--- config.mk ---
export PLATFORM = sky130hd
export DESIGN_NAME = pitt_front
export DESIGN_NICKNAME = d
export VERILOG_FILES = /design/src/hdl/pitt_pkg.sv /design/src/hdl/pitt_front.sv
export SDC_FILE = /design/constraint.sdc
export NUM_CORES = 1
export LEC_CHECK = 0
export BUFFER_PORTS_ARGS = -buffer_cell sky130_fd_sc_hd__clkbuf_2
export CAP_MARGIN = 20
export CORE_AREA = 2 2 141 143
export DETAILED_ROUTE_END_ITERATION = 12
export DIE_AREA = 0 0 143 145
export GPL_ROUTABILITY_DRIVEN = 0
export PLACE_DENSITY = 0.62
export SYNTH_ARGS = -nofsm -noshare
export SYNTH_HDL_FRONTEND = slang
export SYNTH_SLANG_ARGS = --single-unit
--- constraint.sdc ---
create_clock -name vclk -period 4.1
set_input_delay 0.82 -clock vclk [all_inputs]
set_output_delay 0.82 -clock vclk [all_outputs]
set_load 0.02 [all_outputs]
--- src/hdl/pitt_pkg.sv ---
// Types, widths and helpers shared by the point-in-triangle table unit.
`default_nettype none

package pitt_pkg;

  localparam int PITT_TRI_COUNT   = 1024;
  localparam int PITT_QUEUE_DEPTH = 2;

  localparam int COORD_W = 24;
  localparam int INDEX_W = 10;
  localparam int EDGE_W  = COORD_W + 1;
  localparam int PROD_W  = 2 * EDGE_W;
  localparam int DIFF_W  = PROD_W + 1;
  localparam int GAMMA_W = DIFF_W + 2;

  localparam logic OP_LOAD  = 1'b0;
  localparam logic OP_QUERY = 1'b1;

  typedef logic signed [COORD_W-1:0] coord_t;
  typedef logic signed [EDGE_W-1:0]  edge_t;
  typedef logic signed [PROD_W-1:0]  prod_t;
  typedef logic signed [DIFF_W-1:0]  diff_t;
  typedef logic signed [GAMMA_W-1:0] gamma_t;

  typedef struct packed {
    logic               operation;
    logic [INDEX_W-1:0] tri_index;
    coord_t             vert_a_x;
    coord_t             vert_a_y;
    coord_t             vert_b_x;
    coord_t             vert_b_y;
    coord_t             vert_c_x;
    coord_t             vert_c_y;
    coord_t             point_x;
    coord_t             point_y;
  } in_word_t;

  typedef struct packed {
    logic inside_res;
    logic degenerate;
  } out_word_t;

  typedef enum logic [1:0] {
    CMD_LOAD,
    CMD_QUERY,
    CMD_MISS
  } cmd_kind_t;

  // Classified word in the queue. For a load p holds vertex a, for a query the point.
  typedef struct packed {
    cmd_kind_t          kind;
    logic [INDEX_W-1:0] tri_index;
    coord_t             p_x;
    coord_t             p_y;
    edge_t              u_x;
    edge_t              u_y;
    edge_t              v_x;
    edge_t              v_y;
  } cmd_t;

  typedef struct packed {
    coord_t org_x;
    coord_t org_y;
    edge_t  u_x;
    edge_t  u_y;
    edge_t  v_x;
    edge_t  v_y;
  } tri_entry_t;

  function automatic int addr_bits(input int depth);
    return (depth > 1) ? $clog2(depth) : 1;
  endfunction

endpackage

`default_nettype wire

--- src/hdl/pitt_front.sv ---
// Front end: takes input words, classifies them and forms the edge vectors of loads.
`default_nettype none

module pitt_front
  import pitt_pkg::*;
#(
  parameter int TRI_COUNT = PITT_TRI_COUNT
) (
  input  wire logic     in_valid,
  output logic          in_ready,
  input  wire in_word_t in_data,
  input  wire logic     q_full,
  output logic          q_push,
  output cmd_t          q_data
);

  always_comb begin
    in_ready = !q_full;
    q_push   = in_valid && !q_full;

    q_data.tri_index = in_data.tri_index;
    q_data.u_x = edge_t'(in_data.vert_b_x) - edge_t'(in_data.vert_a_x);
    q_data.u_y = edge_t'(in_data.vert_b_y) - edge_t'(in_data.vert_a_y);
    q_data.v_x = edge_t'(in_data.vert_c_x) - edge_t'(in_data.vert_a_x);
    q_data.v_y = edge_t'(in_data.vert_c_y) - edge_t'(in_data.vert_a_y);

    unique case (in_data.operation)
      OP_LOAD: begin
        q_data.kind = CMD_LOAD;
        q_data.p_x  = in_data.vert_a_x;
        q_data.p_y  = in_data.vert_a_y;
      end
      OP_QUERY: begin
        q_data.kind = CMD_QUERY;
        q_data.p_x  = in_data.point_x;
        q_data.p_y  = in_data.point_y;
      end
      default: begin
        q_data.kind = CMD_MISS;
        q_data.p_x  = in_data.point_x;
        q_data.p_y  = in_data.point_y;
      end
    endcase

    // An index past the table is answered without touching it.
    if (int'(in_data.tri_index) >= TRI_COUNT) begin
      q_data.kind = CMD_MISS;
    end
  end

endmodule

`default_nettype wire

==> results.toml <==
[finish]
fin_cells = 1431
seq_cells = 0
nFillCells = 2068
drive_above_1_share = 0.323
clockBufferCount = 0
fin_nets = 1473
antenna_cells = 0
final-seq-area_um2 = 0
final_area_mm2 = 0.00767
final_common_cell = "clkbuf_2"
area_growth_pct = 35.6
final_cell_mix = "344 x clkbuf_2, 96 x ha_1, 91 x nand2_1, 82 x inv_1, 79 x o21ai_0"

[global_routing]
grt_pass1_wl_mm = 32.6
grt_max_degree = 53
groute.usage.overall = 0.187
grt_pass1_vias = 6690
grt_antenna_before_repair = 0
grt_remaining_overflow = 0

[route]
ant_nets = 0
post_drt_via_cell_ratio = 5.00
num_vias = 7156
drc = 0
routedWlPerCell_um = 14.7
wl_mm = 21.0
dr.pass1.iters = 5
drtIter0Drc = 335

[floorplanning]
die_area_mm2 = 0.0207
pin_count = 367
core_area_mm2 = 0.0192
die_w_um = 143
initial_utilization = 0.295
die_h_um = 145
rows = 51

[power_and_ir_drop]
peakVddDrop_v = 0.000104
power_per_cell_area_mw_per_mm2 = 212
cellLeakagePower_uw = 0.00428
p_total_uw = 1620

[sta]
slew_headroom = 0.533
holdWs_ps = 1640
setup_tns_ps = 0
finalHoldViolations = 0
tightest_slew_ps = 700
fmax_mhz = 251
period_needed_ps = 3980
maxSlewViolCount = 0
rsz0062_at_grt = "false"
period_share = 0.971
finalSetupViolCount = 0

[worst_hold_path]
worstHoldStart = "in_data[196]"
whs_path_depth = 0
hold_end = "q_data[152]"
min_path_type = "in2out"

[setup_path]
cp_max_fo = 3
cpPeakStageDelay_ps = 390
startpoint_type = "input pin"
endpoint_kind = "output pin"
worst_path_max_delay_cell = "fa_1"
cp-startpoint = "in_data[120]"
arrival_ps = 3160
crit_chain = "clkbuf_2 -> inv_1 -> ha_1 -> fa_1 -> nand2b_1 -> a21o_1 -> a211o_1 -> o211ai_2 -> a21oi_2 -> o221ai_1 -> xor2_1 -> buf_4"
setup.worst_path.class = "in2out"
required_ps = 3280

[yosys]
synth_mux_area_frac = 0.0113
synth.top_cell.area_share = 0.212
syn_area_mm2 = 0.00566
synth_fp_nets = 1145
syn_area_per_cell_um2 = 6.73
synth_compound_area_frac = 0.363
seq_area_frac_synth = 0
synth_largest_area_cell = "ha_1"
yosys.area_share.xor_xnor = 0.121
yosysWarnings = 0
synth_simple_gate_area_frac = 0.196
synth_cell_type_count = 72
synth_adder_area_share = 0.226
synth_area_leaders = "ha_1 21%, xnor2_1 8.1%, o21ai_0 7.0%, nand2_1 6.0%, a21oi_1 5.8%"
syn_inst = 840
synth_top_family_by_area = "compound AO/OA/AOI/OAI gates"

[placed_design]
hpwl_mm = 18.6
dp.cells = 1430
dpl-instance-area_mm2 = 0.00764
io_buffers = 346

[status]
status = "complete, no violations"

[job]
maxCapViolations = 0
==> report_power, final <==
part | total (uW) | internal (uW) | switching, uW
combinational | 1620 | 622 | 1000
clock | 0 | 0 | 0
sequential | 0 | 0 | 0
==> how the worst max path moves through the flow <==
stage	end	cells past startpoint
floorplan	q_data[72]	9
global placement	q_data[97]	12
detailed placement	q_data[97]	12
CTS	q_data[97]	12
global route	q_data[97]	12
finish	q_data[97]	12
==> through the flow <==
| step | worst slack (ps) | utilization |
|---|---|---|
| after floorplan | 276 | - |
| after global placement | 105 | 0.398 |
| after detailed placement | 69.1 | 0.398 |
| after CTS | 68.0 | 0.398 |
| after global routing | 2.43 | 0.399 |
| final | 121 | 0.399 |
==> layout make-up <==
class	instances	area, um^2	share of cell area
Inverter	82	308	0.0401
Multi-Input combinational cell	729	5220	0.680
Tap cell	265	332	0.0432
Timing Repair Buffer	355	1810	0.236
==> worst max-delay path: cells and delay by family <==
| kind | cells | cell delay (ps) |
|---|---|---|
| xor gates and xnor gates | 1 | 180 |
| buffers and inverters | 3 | 280 |
| and+or+nand+nor | 1 | 180 |
| adders and majority gates | 2 | 610 |
| AOI/OAI and AO/OA | 5 | 1090 |
==> kinds of logic after synthesis <==
kind of cell             Yosys count
AO/OA/AOI/OAI                    307
AND/OR/NAND/NOR                  237
buffers and inverters            111
adder cells (fa/ha/maj)          100
XOR/XNOR                          78
multiplexers                       6
other                              1
==> cell usage after synthesis, types with 7 or more instances <==
master	instances
nand2b_1	12
xnor2_1	52
o21ai_1	7
o21a_1	22
o21bai_1	7
nor2b_1	16
a21o_1	38
nor3_1	11
nand2_1	91
inv_1	82
and3_1	8
a21oi_1	65
xor2_1	26
o21ai_0	79
a31oi_1	9
buf_4	12
nand3_1	19
ha_1	96
nor2_1	55
o2111ai_1	7
clkbuf_1	10
==> per-layer routing <==
| layer | track usage | part of all wire |
|---|---|---|
| met3 | 0.0158 | 0.053 |
| met1 | 0.229 | 0.43 |
| met4 | 0.0178 | 0.010 |
| met2 | 0.362 | 0.51 |
| met5 | 0 | 0 |
==> repair_timing <==
action | 4_1_cts | 5_1_grt
endpoints found under the setup margin | 0 | 5
hold buffers | 0 | 0
setup buffers | 0 | 1
gates resized for setup | 0 | 6
No activity file was read; power rests on OpenSTA's default activity.
