## src/hdl/pitt_pkg.sv

```systemverilog
// Types, widths and helpers shared by the point-in-triangle table unit.
`default_nettype none

package pitt_pkg;

  localparam int PITT_TRI_COUNT   = 1024;
  localparam int PITT_QUEUE_DEPTH = 2;

  localparam int COORD_W = 24;
  localparam int INDEX_W = 10;
  localparam int EDGE_W  = COORD_W + 1;
  localparam int PROD_W  = 2 * EDGE_W;
  localparam int DIFF_W  = PROD_W + 1;
  localparam int GAMMA_W = DIFF_W + 2;

  localparam logic OP_LOAD  = 1'b0;
  localparam logic OP_QUERY = 1'b1;

  typedef logic signed [COORD_W-1:0] coord_t;
  typedef logic signed [EDGE_W-1:0]  edge_t;
  typedef logic signed [PROD_W-1:0]  prod_t;
  typedef logic signed [DIFF_W-1:0]  diff_t;
  typedef logic signed [GAMMA_W-1:0] gamma_t;

  typedef struct packed {
    logic               operation;
    logic [INDEX_W-1:0] tri_index;
    coord_t             vert_a_x;
    coord_t             vert_a_y;
    coord_t             vert_b_x;
    coord_t             vert_b_y;
    coord_t             vert_c_x;
    coord_t             vert_c_y;
    coord_t             point_x;
    coord_t             point_y;
  } in_word_t;

  typedef struct packed {
    logic inside_res;
    logic degenerate;
  } out_word_t;

  typedef enum logic [1:0] {
    CMD_LOAD,
    CMD_QUERY,
    CMD_MISS
  } cmd_kind_t;

  // Classified word in the queue. For a load p holds vertex a, for a query the point.
  typedef struct packed {
    cmd_kind_t          kind;
    logic [INDEX_W-1:0] tri_index;
    coord_t             p_x;
    coord_t             p_y;
    edge_t              u_x;
    edge_t              u_y;
    edge_t              v_x;
    edge_t              v_y;
  } cmd_t;

  typedef struct packed {
    coord_t org_x;
    coord_t org_y;
    edge_t  u_x;
    edge_t  u_y;
    edge_t  v_x;
    edge_t  v_y;
  } tri_entry_t;

  function automatic int addr_bits(input int depth);
    return (depth > 1) ? $clog2(depth) : 1;
  endfunction

endpackage

`default_nettype wire

```

## src/hdl/pitt_ram.sv

```systemverilog
// Generic single-port-write, single-port-read RAM with registered read data.
`default_nettype none

module pitt_ram
  import pitt_pkg::*;
#(
  parameter int WIDTH = 8,
  parameter int DEPTH = 16
) (
  input  wire logic                       clk,
  input  wire logic                       wr_en,
  input  wire logic [addr_bits(DEPTH)-1:0] wr_addr,
  input  wire logic [WIDTH-1:0]           wr_data,
  input  wire logic                       rd_en,
  input  wire logic [addr_bits(DEPTH)-1:0] rd_addr,
  output logic      [WIDTH-1:0]           rd_data
);

  logic [WIDTH-1:0] mem [DEPTH];

  always_ff @(posedge clk) begin
    if (wr_en) begin
      mem[wr_addr] <= wr_data;
    end
    if (rd_en) begin
      rd_data <= mem[rd_addr];
    end
  end

endmodule

`default_nettype wire

```

## config.mk

```make
export PLATFORM = sky130hd
export DESIGN_NAME = pitt_ram
export DESIGN_NICKNAME = d
export VERILOG_FILES = /design/src/hdl/pitt_pkg.sv /design/src/hdl/pitt_ram.sv
export SDC_FILE = /design/constraint.sdc
export NUM_CORES = 1
export LEC_CHECK = 0
export BUFFER_PORTS_ARGS = -buffer_cell sky130_fd_sc_hd__buf_2
export CORE_UTILIZATION = 55
export CTS_CLUSTER_DIAMETER = 200
export DETAILED_ROUTE_END_ITERATION = 6
export PLACE_DENSITY = 0.73
export SYNTH_ARGS = -nofsm -noshare
export SYNTH_HDL_FRONTEND = slang
export SYNTH_SLANG_ARGS = --single-unit
```

## constraint.sdc

```tcl
create_clock -name clk -period 2.15 [get_ports clk]
set_input_delay 0 -clock clk [delete_from_list [all_inputs] [get_ports clk]]
set_output_delay 0 -clock clk [all_outputs]
set_load 0.02 [all_outputs]
```

==> results of run 1 <==
## placed cells by master, fill, tap and decap left out
master	synthesis	layout
edfxtp_1	136	136
buf_2	3	26
mux4_2	18	18
a22oi_1	16	16
clkbuf_16	0	16
buf_4	1	15
mux4_1	14	14
nor2_1	13	13
nand2_1	9	9
dlygate4sd3_1	0	9
nor3_1	4	4
bufinv_16	0	4
buf_12	0	3
nand3b_1	2	2
nand2b_1	2	2
clkinv_1	0	2
clkinv_4	0	2
clkinv_2	0	2
clkinvlp_4	0	2
nor2b_1	1	1
and2_1	1	1
and2b_1	1	1
nand3_1	1	1
or3b_2	1	1
clkbuf_8	0	1
clkbuf_1	0	1
inv_6	0	1
## layer usage
layer	track usage (%)	up-vias	routed length, microns
li1	-	1105	-
met1	33.2	1288	4250
met2	34.7	127	5060
met3	6.96	6	806
met4	8.26	0	80
met5	0	-	0
## kinds of logic (layout without fill, tap and decap cells)
group / Yosys count / count (layout) / synth area share (%)
flops: 136 / 136 / 78.1
simple gates: 35 / 35 / 3.14
mux: 32 / 32 / 14.8
compound gates: 16 / 16 / 2.30
buf+inv: 10 / 84 / 1.65
## timing repair
item,CTS,global route
endpoints found under the setup margin,0,0
hold endpoints to repair,136,0
buffers inserted,0,0
hold buffers,9,0
## power by group through the flow
| stage | clock, uW | sequential, uW | combinational [uW] |
|---|---|---|---|
| final | 2920 | 3000 | 302 |
| after global routing | 3070 | 3010 | 325 |
| after CTS | 2960 | 3000 | 307 |
| after detailed placement | 0 | 3060 | 290 |
| after global placement | 0 | 3060 | 284 |
| after floorplan | 0 | 3070 | 151 |
## synth_stat cells
cell type        count
a22oi_1             16
and2_1               1
and2b_1              1
buf_2                3
buf_4                1
buf_6                3
clkdlybuf4s25_2      3
edfxtp_1           136
mux4_1              14
mux4_2              18
nand2_1              9
nand2b_1             2
nand3_1              1
nand3b_1             2
nor2_1              13
nor2b_1              1
nor3_1               4
or3b_2               1
## path summary, 6_finish.rpt
path | from | endpoint | slack (ns)
min reg2reg | mem[15][4] | rd_data[4] | 0.75
max reg2reg | mem[6][2] | rd_data[2] | 0.63
min | wr_addr[0] | mem[0][4] | 0.03
max | mem[6][2] | rd_data[2] | 0.63
## cell type report
class | count | area, sq um | area share (%)
sequential | 136 | 4080 | 64.9
multi-input combinational | 83 | 1060 | 16.8
timing repair buffer | 53 | 393 | 6.24
clock buffer | 18 | 418 | 6.64
clock inverter | 13 | 179 | 2.84
tap | 129 | 161 | 2.57
## state kept, by name (all words and copies together), names as in the netlist
name	cells
rd_data	8
mem	128
## worst reg2reg max path, delay by kind of cell (launching register included)
family / cells / cell delay [ns]
flops: 1 / 0.36
compound gates: 1 / 0.24
mux: 1 / 0.57
simple gates: 1 / 0.09
## per-stage QoR
step | power [uW] | cells
6_report | 6220 | 432
5_1_grt | 6400 | 432
4_1_cts | 6270 | 432
3_5_place_dp | 3350 | 392
3_3_place_gp | 3340 | 392
2_1_floorplan | 3220 | 229
==> metrics, run 1 <==
slack of the critical path=between 0.6 and 0.7 ns; # rows=35; Startpoint Class=register; outcome=finished clean; detailed placer's ending HPWL=approximately 6200 microns; Hold Vio Cnt, Final=0; CP max-delay cell=mux4_1; Starting Density=between 50 and 60%; Final setup viols=0; Int Pwr=between 4000 and 5000 uW; Min-Delay Path Class=primary input to register; total CTS buffers=17; sw frac=around 20%; drt total wl=around 10000 microns; hold path cells=3; Root Buffer=clkbuf_8; total core area=between 9000 and 10000 sq um; unrepaired setup endpoints after global routing=false; Routed WL per cell=23.6 microns; Die W=99.5 microns; Pins Over Slew Limit=0; critical path required time=between 2 and 2.5 ns; yosys warns=0; largest net degree at the start of global routing=24; Synth Cell Area=5230 sq um; Placement Setup Slack=approximately 0.40 ns; relative slew slack=45.7%; Sequential Power Share=48.2%; htree depth=4; crit path kind=register to register; Clock power frac=between 40% and 50%; gr ovfl total=0; crit path time final=around 1.5 ns; layout cells sized above 1=between 30 and 40%; Cell Chain, Critical Path=mux4_1 > a22oi_1 > nand2_1; number of I/O pins=27; Setup Skew=approximately 0.010 ns; PD cells=989 nW/um^2; CTS tree=built; post-layout util=roughly 68%; GPL Wtd Cong=approximately 0.82; Final nets=310; CTS clk-pin slew, worst paths=0.06 ns; dominant cell type by area after synthesis=edfxtp_1; Fillers=roughly 560; peak supply drop=around 780 uV; Final ANT Viol Nets=0; input/output buffers=26; Max Cap Viol=0; Fmax=roughly 660 MHz; die height=slightly below 100 microns; dpl cell area=around 5600 sq um; fin crit share=between 70% and 80%; DR iter-0 viols=roughly 250; n_diodes=0; leakage power total=about 0.0021 uW; largest cells by area after synthesis=edfxtp_1 (78%), mux4_2 (7.8%), mux4_1 (7.0%), a22oi_1 (2.3%), nor2_1 (0.93%); fin area=6290 sq um; area share of the largest cell type after synthesis=roughly 80%; Yosys reg bits=136; max incr delay on CP=roughly 0.57 ns; wire length of the first global-routing pass=roughly 16000 microns; Sink Count=136; Synth cell types=18; Comb power frac=roughly 4.8%; cells on worst reg2reg path=3; setup TNS=0 ns; Mapped Avg Cell Area=approximately 23 sq um; Clock Latency Late Sink=between 0.5 and 0.6 ns; CP Max Fanout=1; CP Depth=3; top cell family by delay on the critical path=multiplexers; Max clock buf depth=2; Via Count=2526; die area=between 9000 and 10000 sq um; initial antenna violation count=0; Worst Tran Pin Value=between 0.8 and 0.9 ns; Worst Path Buf+Inv=0; DR vias/cell=about 5.8; Critical Path AT=about 1.8 ns; Crit. End Element=register; Syn-to-layout area delta=20.4%; post-CTS sizing=0; Psw=between 1000 and 1500 uW; residual DRC count=0; GRT Resource Usage Total=a little under a quarter; TritonRoute pass-1 iters=4; cell count after synthesis=between 200 and 250; Syn Nets=~250; post-synthesis sequential area ratio=between 70% and 80%; hold slack=0.0323 ns; vias in the first global route=2614
No activity file was read; power rests on OpenSTA's default activity.
==> run 2: changes to the inputs <==
==> constraint.sdc (replaced) <==
create_clock -name clk -period 1.51 [get_ports clk]
set_input_delay 0 -clock clk [delete_from_list [all_inputs] [get_ports clk]]
set_output_delay 0 -clock clk [all_outputs]
set_load 0.02 [all_outputs]
==> metrics, run 2 (synthesis results as in run 1) <==
Routed WL per cell=23.0 microns (was 23.6 microns); Starting Density=56.6% (unchanged); drt total wl=10100 microns (was 10200 microns); fin crit share=97.7% (was 70.8%); Fmax=678 MHz (was 657 MHz); Pins Over Slew Limit=0 (unchanged); crit path kind=register to register (unchanged); Via Count=2493 (was 2526); vias in the first global route=2579 (was 2614); Max clock buf depth=2 (unchanged); Final ANT Viol Nets=0 (unchanged); DR iter-0 viols=202 (was 254); total core area=9240 sq um (unchanged); max FFs per register=128 (unchanged); top flop regs=mem (128), rd_data (8) (unchanged); critical path required time=1.78 ns (was 2.41 ns); Startpoint Class=register (unchanged); n_diodes=0 (unchanged); GPL Wtd Cong=0.761 (was 0.823); setup TNS=0 ns (unchanged); gr ovfl total=0 (unchanged); Setup Skew=0.00683 ns (was 0.0103 ns); CTS tree=built (unchanged); largest net degree at the start of global routing=33 (was 24); TritonRoute pass-1 iters=5 (was 4); most frequent cells in the layout=edfxtp_1 (136), buf_2 (26), buf_4 (23) (was edfxtp_1 (136), buf_2 (26), mux4_2 (18)); Root Buffer=clkbuf_8 (unchanged); most common cell after layout, fill and taps aside=edfxtp_1 (unchanged); DR vias/cell=5.67 (was 5.85); Crit. End Element=register (unchanged); peak supply drop=911 uV (was 777 uV); total CTS buffers=17 (unchanged); detailed placer's ending HPWL=6040 microns (was 6180 microns); PD cells=1380 nW/um^2 (was 989 nW/um^2); Inst Count DP=399 (was 392); crit path time final=1.48 ns (was 1.52 ns); max incr delay on CP=0.48 ns (was 0.57 ns); layout cells sized above 1=34.7% (was 30.0%); Sink Count=136 (unchanged); Biggest register=mem (unchanged); htree depth=4 (unchanged); residual DRC count=0 (unchanged); GRT Resource Usage Total=23.2% (about the same); relative slew slack=63.1% (was 45.7%); hold slack=0.0429 ns (was 0.0323 ns); Hold Vio Cnt, Final=0 (unchanged); unrepaired setup endpoints after global routing=false (unchanged); CP Max Fanout=1 (unchanged); top cell family by delay on the critical path=multiplexers (unchanged); input/output buffers=26 (unchanged); Cell Count, Final, Fillers Out=440 (was 432); CP max-delay cell=mux4_2 (was mux4_1); CTS clk-pin slew, worst paths=0.06 ns (about the same); Final nets=317 (was 310); number of I/O pins=27 (unchanged); Min-Delay Path Class=primary input to register (unchanged); wire length of the first global-routing pass=15500 microns (about the same); post-layout util=68.6% (was 68.1%); Syn-to-layout area delta=21.3% (was 20.4%); Worst Tran Pin Value=0.554 ns (was 0.811 ns); # rows=35 (unchanged); Final setup viols=0 (unchanged); outcome=finished clean (unchanged); die height=99.5 microns (unchanged); Critical Path AT=1.74 ns (was 1.78 ns); initial antenna violation count=0 (unchanged); leakage power total=0.00215 uW (was 0.00214 uW); Max Cap Viol=0 (unchanged); die area=9900 sq um (unchanged); Cell Chain, Critical Path=mux4_2 > a22oi_1 > nand2_1 (was mux4_1 > a22oi_1 > nand2_1); Clock Latency Late Sink=0.52 ns (about the same); Worst Path Buf+Inv=0 (unchanged); Die W=99.5 microns (unchanged)
[run 2: timing repair]
action	CTS	global route
setup buffers	0	0
resized for setup	0	7
endpoints found under the setup margin	0	6
endpoints found under the hold margin	136	0
hold buffers	9	0
[run 2: final timing paths]
| path | startpoint | endpoint | slack (ns) | depth (start not counted) |
|---|---|---|---|---|
| min | wr_addr[0] | mem[0][4] | 0.04 | 3 |
| max reg2reg | mem[3][4] | rd_data[4] | 0.03 | 3 |
| max | mem[3][4] | rd_data[4] | 0.03 | 3 |
| min reg2reg | mem[15][5] | rd_data[5] | 0.75 | 3 |
[run 2: per-stage QoR]
step	worst slack, ns	area [sq um]	total power, uW
floorplan	0.0171	5230	4590
global placement	0.00308	5650	4750
detailed placement	-0.0224	5650	4770
CTS	0.0170	6310	8790
global route	0.00432	6340	8990
finish	0.0345	6340	8740
[run 2: power by group]
| part | switching [uW] | internal (uW) |
|---|---|---|
| Clock | 1640 | 2380 |
| Sequential | 22.1 | 4250 |
| Combinational | 249 | 193 |
[run 2: layout make-up]
cell class | count | area (sq um)
flip-flops and latches | 136 | 4080
fillers | 557 | 2900
multi-input cells | 83 | 1080
repair buffers | 60 | 433
clock buffers | 17 | 414
clock inverters | 15 | 165
well taps | 129 | 161
[run 2: routing by layer]
layer,track usage (%),wire (microns),vias up
met5,0,0,-
li1,-,-,1119
met4,8.94,155,0
met3,6.47,590,12
met2,36.5,5140,95
met1,31.3,4240,1267
[run 2: worst register-to-register path, cell delays in order (launching register included)]
cell	delay (ns)
edfxtp_1	0.38
mux4_2	0.48
a22oi_1	0.28
nand2_1	0.08
