<file path="src/hdl/pitt_pkg.sv">
// Types, widths and helpers shared by the point-in-triangle table unit.
`default_nettype none

package pitt_pkg;

  localparam int PITT_TRI_COUNT   = 1024;
  localparam int PITT_QUEUE_DEPTH = 2;

  localparam int COORD_W = 24;
  localparam int INDEX_W = 10;
  localparam int EDGE_W  = COORD_W + 1;
  localparam int PROD_W  = 2 * EDGE_W;
  localparam int DIFF_W  = PROD_W + 1;
  localparam int GAMMA_W = DIFF_W + 2;

  localparam logic OP_LOAD  = 1'b0;
  localparam logic OP_QUERY = 1'b1;

  typedef logic signed [COORD_W-1:0] coord_t;
  typedef logic signed [EDGE_W-1:0]  edge_t;
  typedef logic signed [PROD_W-1:0]  prod_t;
  typedef logic signed [DIFF_W-1:0]  diff_t;
  typedef logic signed [GAMMA_W-1:0] gamma_t;

  typedef struct packed {
    logic               operation;
    logic [INDEX_W-1:0] tri_index;
    coord_t             vert_a_x;
    coord_t             vert_a_y;
    coord_t             vert_b_x;
    coord_t             vert_b_y;
    coord_t             vert_c_x;
    coord_t             vert_c_y;
    coord_t             point_x;
    coord_t             point_y;
  } in_word_t;

  typedef struct packed {
    logic inside_res;
    logic degenerate;
  } out_word_t;

  typedef enum logic [1:0] {
    CMD_LOAD,
    CMD_QUERY,
    CMD_MISS
  } cmd_kind_t;

  // Classified word in the queue. For a load p holds vertex a, for a query the point.
  typedef struct packed {
    cmd_kind_t          kind;
    logic [INDEX_W-1:0] tri_index;
    coord_t             p_x;
    coord_t             p_y;
    edge_t              u_x;
    edge_t              u_y;
    edge_t              v_x;
    edge_t              v_y;
  } cmd_t;

  typedef struct packed {
    coord_t org_x;
    coord_t org_y;
    edge_t  u_x;
    edge_t  u_y;
    edge_t  v_x;
    edge_t  v_y;
  } tri_entry_t;

  function automatic int addr_bits(input int depth);
    return (depth > 1) ? $clog2(depth) : 1;
  endfunction

endpackage

`default_nettype wire

</file>
<file path="src/hdl/pitt_fifo.sv">
// Short queue of classified words between the front end and the back end.
`default_nettype none

module pitt_fifo
  import pitt_pkg::*;
#(
  parameter int DEPTH = PITT_QUEUE_DEPTH
) (
  input  wire logic clk,
  input  wire logic rst_n,
  input  wire logic push,
  input  wire cmd_t push_data,
  output logic      full,
  input  wire logic pop,
  output cmd_t      pop_data,
  output logic      not_empty
);

  localparam int PW = addr_bits(DEPTH);
  localparam int CW = $clog2(DEPTH + 1);

  cmd_t          slot_r [DEPTH];
  logic [PW-1:0] wr_ptr_r, wr_ptr_nxt;
  logic [PW-1:0] rd_ptr_r, rd_ptr_nxt;
  logic [CW-1:0] count_r, count_nxt;
  logic          push_ok, pop_ok;

  always_comb begin
    full      = (count_r == CW'(DEPTH));
    not_empty = (count_r != '0);
    pop_data  = slot_r[rd_ptr_r];
    push_ok   = push && !full;
    pop_ok    = pop && not_empty;

    wr_ptr_nxt = wr_ptr_r;
    if (push_ok) begin
      wr_ptr_nxt = (wr_ptr_r == PW'(DEPTH - 1)) ? '0 : wr_ptr_r + PW'(1);
    end
    rd_ptr_nxt = rd_ptr_r;
    if (pop_ok) begin
      rd_ptr_nxt = (rd_ptr_r == PW'(DEPTH - 1)) ? '0 : rd_ptr_r + PW'(1);
    end
    count_nxt = count_r + CW'(push_ok) - CW'(pop_ok);
  end

  always_ff @(posedge clk) begin
    if (!rst_n) begin
      wr_ptr_r <= '0;
      rd_ptr_r <= '0;
      count_r  <= '0;
    end else begin
      wr_ptr_r <= wr_ptr_nxt;
      rd_ptr_r <= rd_ptr_nxt;
      count_r  <= count_nxt;
    end
  end

  always_ff @(posedge clk) begin
    if (push_ok) begin
      slot_r[wr_ptr_r] <= push_data;
    end
  end

endmodule

`default_nettype wire

</file>
<file path="config.mk">
export PLATFORM = sky130hd
export DESIGN_NAME = pitt_fifo
export DESIGN_NICKNAME = d
export VERILOG_FILES = /design/src/hdl/pitt_pkg.sv /design/src/hdl/pitt_fifo.sv
export SDC_FILE = /design/constraint.sdc
export NUM_CORES = 1
export LEC_CHECK = 0
export BUFFER_PORTS_ARGS = -buffer_cell sky130_fd_sc_hd__buf_2
export CORE_MARGIN = 3
export CORE_UTILIZATION = 56
export DETAILED_ROUTE_END_ITERATION = 12
export PLACE_DENSITY = 0.84
export SETUP_SLACK_MARGIN = 0.02
export SLEW_MARGIN = 20
export SYNTH_ARGS = -nofsm -noshare
export SYNTH_HDL_FRONTEND = slang
export SYNTH_SLANG_ARGS = --single-unit
</file>
<file path="constraint.sdc">
create_clock -name clk -period 17.6 [get_ports clk]
set_input_delay 1.76 -clock clk [delete_from_list [all_inputs] [get_ports clk]]
set_output_delay 1.76 -clock clk [all_outputs]
set_load 0.05 [all_outputs]
</file>
==> impl_metrics.py, run 1 <==
metrics = {
    "grt": {
        "grtUsageTotal_pct": 18.9,
        "gr-total-overflow": 0,
        "grt_pass1_vias": 6261,
        "antenna_found_initial": 9,
        "grt_pass1_wl_mm": 35.0,
        "grt_max_degree": 74,
    },
    "clock_tree": {
        "cts_sinks": 325,
        "clockBufferDepth": 3,
        "h-tree-depth": 1,
        "postCtsResizedCells": 0,
        "ctsHoldBuffers": 0,
        "path_clk_slew_ps": 60,
        "cts_tree": "yes",
        "numCtsBuffers": 31,
        "root_buffer": "clkbuf_16",
        "cts_post_setup_buffers_inserted": 0,
        "clock_latency_ps": 540,
    },
    "sta": {
        "setup_viol": 0,
        "fin_tns_setup_ps": 0,
        "fin_crit_ps": 4700,
        "rsz0062_at_grt": "no",
        "max_freq_mhz": 213,
        "period_share_pct": 26.7,
        "finClkSkew_ps": 11.2,
        "timing.final.max_slew_violations": 0,
        "maxSlewHeadroom_pct": 32.7,
        "worst_pin_slew_ps": 1010,
        "hold_viol": 0,
    },
    "route": {
        "antenna_left": 0,
        "wl_mm": 23.5,
        "vias_per_cell": 5.20,
        "vias": 6116,
        "detail_route.wl_per_cell_um": 20.0,
        "drtIter0Drc": 349,
        "first_pass_iters": 4,
        "drc": 0,
    },
    "synth": {
        "ys_warn_count": 0,
        "syn_inst": 525,
        "yosysUniqueCellTypes": 19,
        "synthesis.nets": 691,
        "yosysTopAreaCell": "edfxtp_1",
        "avgSynthCellArea_sq_um": 23.2,
        "synth_top_area_share_pct": 78.8,
        "netlist_top_cells_area": "edfxtp_1 (79%), mux2_4 (12%), mux2_2 (5.5%)",
        "synth_area_sq_um": 12200,
        "synth_seq_area_share_pct": 79.7,
        "synth-seq-cells": 325,
    },
    "power": {
        "ir_drop_mv": 0.160,
        "p_leak_nw": 5.88,
        "cellPowerDensity_nw_per_um2": 181,
    },
    "critical_path": {
        "crit_path_max_fanout": 61,
        "critical_path_class": "reg -> out",
        "cp-start-kind": "flop",
        "crit_required_ps": 15840,
        "end_kind": "output pin",
        "critPathArrivalTime_ps": 2940,
        "reg2reg_from": "count_r[0]",
    },
    "layout": {
        "drive_above_1_share_pct": 60.2,
        "fin_nets": 1037,
        "final_util_pct": 71.3,
        "area_delta_synth_final_pct": 24.1,
    },
    "floorplan": {
        "die_x_um": 154,
        "die_h_um": 154,
        "fp.dieArea_sq_um": 23600,
        "initial_core_util_pct": 57.4,
        "core_sq_um": 21200,
        "ioPinCount": 326,
        "num_rows": 53,
    },
    "placement": {
        "port_buffers": 325,
        "gp_congestion": 0.775,
        "dp_hpwl_mm": 15.7,
    },
    "worst_hold_path": {
        "hp-class": "reg -> reg",
        "min_from": "rd_ptr_r",
    },
    "run_status": {
        "status": "finished clean",
    },
    "flow_run": {
        "max_cap_viol_count": 0,
    },
}
-- placed cells by master (no fill, tap or decap), types with 2 or more instances in the layout --
master and count:
bufinv_16 5, nor2_1 3, clkbuf_8 4, mux2_2 60
inv_1 3, dfxtp_1 4, nand2b_1 2, mux2_4 100
clkinv_1 2, nand2_1 2, edfxtp_1 320, ha_1 2
diode_2 6, clkbuf_16 31, clkbuf_1 11, and2_1 2
clkinv_2 3, buf_2 325, buf_4 6
-- cell usage after synthesis, drive strengths merged --
| master | number |
|---|---|
| and2 | 2 |
| and3 | 1 |
| buf | 18 |
| dfxtp | 5 |
| edfxtp | 320 |
| ha | 2 |
| inv | 3 |
| mux2 | 160 |
| mux2i | 1 |
| nand2 | 2 |
| nand2b | 2 |
| nor2 | 4 |
| nor3 | 1 |
| o21a | 1 |
| or2 | 1 |
| xnor2 | 1 |
| xor2 | 1 |
-- worst max-delay path, cell delays in order (launching register included) --
cell	delay, ps
dfxtp_4	830
buf_4	880
mux2_2	430
buf_2	210
-- metal layers --
layer | wire length (um) | up-vias | GRT usage (%)
li1 | - | 2790 | -
met1 | 9210 | 2989 | 24.7
met2 | 11600 | 294 | 31.3
met3 | 2350 | 35 | 6.16
met4 | 349 | 8 | 4.92
met5 | 44 | - | 0
-- registers in the layout, summed over array words and instances (netlist names), named ones only --
signal,count
count_r,2
rd_ptr_r,1
slot_r,320
wr_ptr_r,1
-- cell families after synthesis --
| family | after synthesis | synth area share (%) |
|---|---|---|
| buffers and inverters | 21 | 1.45 |
| adders and majority gates | 2 | 0.205 |
| DFF | 325 | 79.7 |
| and+or+nand+nor | 13 | 0.534 |
| xor gates and xnor gates | 2 | 0.144 |
| AOI/OAI and AO/OA | 1 | 0.0616 |
| muxes | 161 | 17.9 |
-- stage by stage --
step / setup slack, ps / cell area [sq um] / cells / hold WS [ps] / power (mW)
6_report: 12900 / 15100 / 1176 / 528 / 2.74
5_1_grt: 12740 / 15100 / 1175 / 533 / 2.84
4_1_cts: 12860 / 15100 / 1170 / 528 / 2.77
3_5_place_dp: 13450 / 14100 / 1113 / 507 / 2.09
3_3_place_gp: 13490 / 14100 / 1113 / 500 / 2.08
2_1_floorplan: 8420 / 12200 / 525 / 455 / 1.92
-- worst paths after layout --
path                         to  cells past startpoint  slack, ps
setup / recovery   pop_data[14]                      3      12900
hold / removal             flop                      2        530
setup reg to reg  slot_r[0][81]                      4      15050
hold reg to reg            flop                      2        530
-- final cells by class --
type,count,area (sq um)
Sequential cell,325,9710
Fill cell,1289,6100
Multi-Input combinational cell,179,2310
Timing Repair Buffer,331,1670
Clock buffer,46,872
Tap cell,275,344
Clock inverter,11,181
Antenna cell,6,15.0
Inverter,3,11.3
-- power by group --
| part | internal (mW) | leakage, nW | switching (mW) |
|---|---|---|---|
| registers | 1.00 | 3.03 | 0.0490 |
| logic | 0.304 | 2.33 | 0.717 |
| clock network | 0.414 | 0.514 | 0.260 |
| total | 1.72 | 5.88 | 1.03 |
Power figures use the tool's default switching activity.
==> inputs of run 2 (changes only) <==
ABC_AREA = 1   (was unset)
CORE_UTILIZATION = 52   (was 56)
PLACE_DENSITY = 0.79   (was 0.84)
clock period = 4.9 ns   (was 17.6 ns; I/O delays follow)
==> impl_metrics.py, run 2 <==
metrics = {
    "critical_path": {
        "critPathTopFamily": "buffers and inverters",
        "critical_path_class": "reg -> out",
        "end_kind": "output pin",
        "critPathArrivalTime_ps": 2290,
        "cp-start-kind": "flop",
        "crit_path_max_fanout": 107,
        "cpPeakStageDelay_ps": 510,
        "crit_required_ps": 4410,
        "critPathSlowestCell": "dfxtp_4",
        "path_buf_inv": 2,
        "crit_chain": "buf_12 -> mux2_2 -> buf_2",
    },
    "floorplan": {
        "fp.dieArea_sq_um": 25300,
        "die_h_um": 159,
        "initial_core_util_pct": 53.4,
        "die_x_um": 159,
        "ioPinCount": 326,
        "num_rows": 55,
        "core_sq_um": 22800,
    },
    "clock_tree": {
        "root_buffer": "clkbuf_16",
        "postCtsResizedCells": 0,
        "cts_post_setup_buffers_inserted": 0,
        "cts_sinks": 325,
        "cts_tree": "yes",
        "path_clk_slew_ps": 60,
        "h-tree-depth": 2,
        "clock_latency_ps": 490,
        "numCtsBuffers": 35,
        "ctsHoldBuffers": 0,
        "clockBufferDepth": 3,
    },
    "synth": {
        "synthArstFlopShare_pct": 0,
        "yosysMostFrequentCell": "edfxtp_1",
        "synth_common_cells": "edfxtp_1 (320), mux2_4 (100), mux2_2 (60), buf_6 (12)",
        "synth_top_area_share_pct": 78.8,
        "yosysTopAreaCell": "edfxtp_1",
        "synth_seq_area_share_pct": 79.6,
        "synthFlopType": "edfxtp_1",
        "synthesis.nets": 702,
        "yosysUniqueCellTypes": 12,
        "syn_inst": 536,
        "ys_warn_count": 0,
        "synth-seq-cells": 325,
        "synth_area_sq_um": 12200,
        "avgSynthCellArea_sq_um": 22.8,
        "synth_edf_count": 320,
        "netlist_top_cells_area": "edfxtp_1 (79%), mux2_4 (12%), mux2_2 (5.5%)",
    },
    "layout": {
        "fillCellCount": 1556,
        "reg_top3": "slot_r: 320 flops, count_r: 2 flops",
        "largest_register": "slot_r",
        "regArea_sq_um": 9710,
        "final_common_cell": "buf_2",
        "stdcell_count": 1226,
        "drive_above_1_share_pct": 59.3,
        "area_delta_synth_final_pct": 25.5,
        "fin_nets": 1052,
        "layout_common_cells": "buf_2 (325), edfxtp_1 (320), mux2_4 (100), mux2_2 (60), clkbuf_16 (37)",
        "largest_reg_flops": 320,
        "multi_input_comb_area_sq_um": 2300,
    },
    "sta": {
        "maxSlewHeadroom_pct": 36.2,
        "finClkSkew_ps": 6.92,
        "timing.final.max_slew_violations": 0,
        "hold_viol": 0,
        "fin_crit_ps": 2780,
        "rsz0062_at_grt": "no",
        "period_share_pct": 56.8,
        "fin_tns_setup_ps": 0,
        "setup_viol": 0,
        "worst_pin_slew_ps": 957,
        "max_freq_mhz": 360,
    },
    "grt": {
        "gr-total-overflow": 0,
        "grt_pass1_wl_mm": 35.4,
        "antenna_found_initial": 3,
        "grtUsageTotal_pct": 17.8,
        "grt_pass1_vias": 6464,
        "grt_max_degree": 108,
    },
    "power": {
        "cellPowerDensity_nw_per_um2": 611,
        "p_switching_mw": 3.32,
        "seqPwrFrac_pct": 38.9,
        "p_int_mw": 6.04,
        "pwr-share-clk_pct": 27.4,
        "ir_drop_mv": 0.443,
        "p_comb_share_pct": 33.7,
        "p_leak_nw": 5.96,
        "switching_share_pct": 35.5,
    },
    "placement": {
        "dp_hpwl_mm": 15.3,
        "gp_congestion": 0.720,
        "port_buffers": 325,
        "place_inst": 1162,
    },
    "route": {
        "drtIter0Drc": 386,
        "antenna_left": 0,
        "wl_mm": 23.1,
        "vias_per_cell": 5.02,
        "vias": 6158,
        "detail_route.wl_per_cell_um": 18.8,
        "first_pass_iters": 4,
        "drc": 0,
    },
    "worst_hold_path": {
        "hp-class": "in -> reg",
    },
    "flow_run": {
        "max_cap_viol_count": 0,
    },
    "run_status": {
        "status": "finished clean",
    },
}
==> run 2: cell count changes in the layout (fill, tap and decap cells not counted), sizes merged, moves of 2 or more <==
cell | previous run | this run
nor2 | 4 | 8
clkinv | 5 | 17
and2 | 2 | 0
nand2 | 2 | 9
inv | 4 | 9
nand2b | 2 | 0
diode | 6 | 2
clkbuf | 46 | 41
nand3 | 0 | 3
a21oi | 0 | 2
==> run 2: cell families after synthesis <==
kind of cell | after synthesis | synth area share (%)
buffers and inverters | 27 | 1.63
multiplexers | 160 | 17.8
adder cells (fa/ha/maj) | 2 | 0.205
AO/OA/AOI/OAI | 2 | 0.0821
flip-flops | 325 | 79.6
AND/OR/NAND/NOR | 20 | 0.646
==> run 2: through the flow <==
step | power, mW | instance area [sq um] | hold slack (ps) | setup WS (ps) | utilization [%]
6_report | 9.36 | 15300 | 183 | 2120 | 67.0
5_1_grt | 9.70 | 15300 | 159 | 2010 | 67.0
4_1_cts | 9.45 | 15300 | 157 | 2100 | 67.0
3_5_place_dp | 6.88 | 14200 | 501 | 2590 | 62.0
3_3_place_gp | 6.83 | 14200 | 485 | 2580 | 62.0
2_1_floorplan | 6.27 | 12200 | 467 | 703 | -
==> run 2: layout make-up <==
class	count	share of cell area [%]
inverter	9	0.253
timing repair buffer	331	11.2
multi-input combinational	184	15.0
clock inverter	21	1.29
sequential	325	63.5
clock buffer	41	6.15
antenna	2	0.0327
tap	313	2.56
==> run 2: worst paths after layout <==
kind              slack [ps]         start             end  cells after the start
setup / recovery        2120          flop   pop_data[150]                      3
hold / removal           180  push_data[2]    slot_r[0][2]                      1
setup reg to reg        2630    count_r[0]  slot_r[1][135]                      5
hold reg to reg          510      rd_ptr_r        rd_ptr_r                      2
==> run 2: per-layer routing <==
metal	GRT usage, %	share of wire, %	vias up
li1	-	-	2818
met1	21.9	40	3018
met2	29.9	49	274
met3	6.17	9.5	42
met4	5.57	2.1	6
met5	0	0.15	-
==> run 2: power groups by stage <==
stage          combinational (mW)  clock [mW]  sequential, mW
2_1_floorplan                2.58           0            3.69
4_1_cts                      3.18        2.62            3.65
3_3_place_gp                 3.16           0            3.67
3_5_place_dp                 3.17           0            3.70
6_report                     3.16        2.56            3.64
5_1_grt                      3.29        2.73            3.68
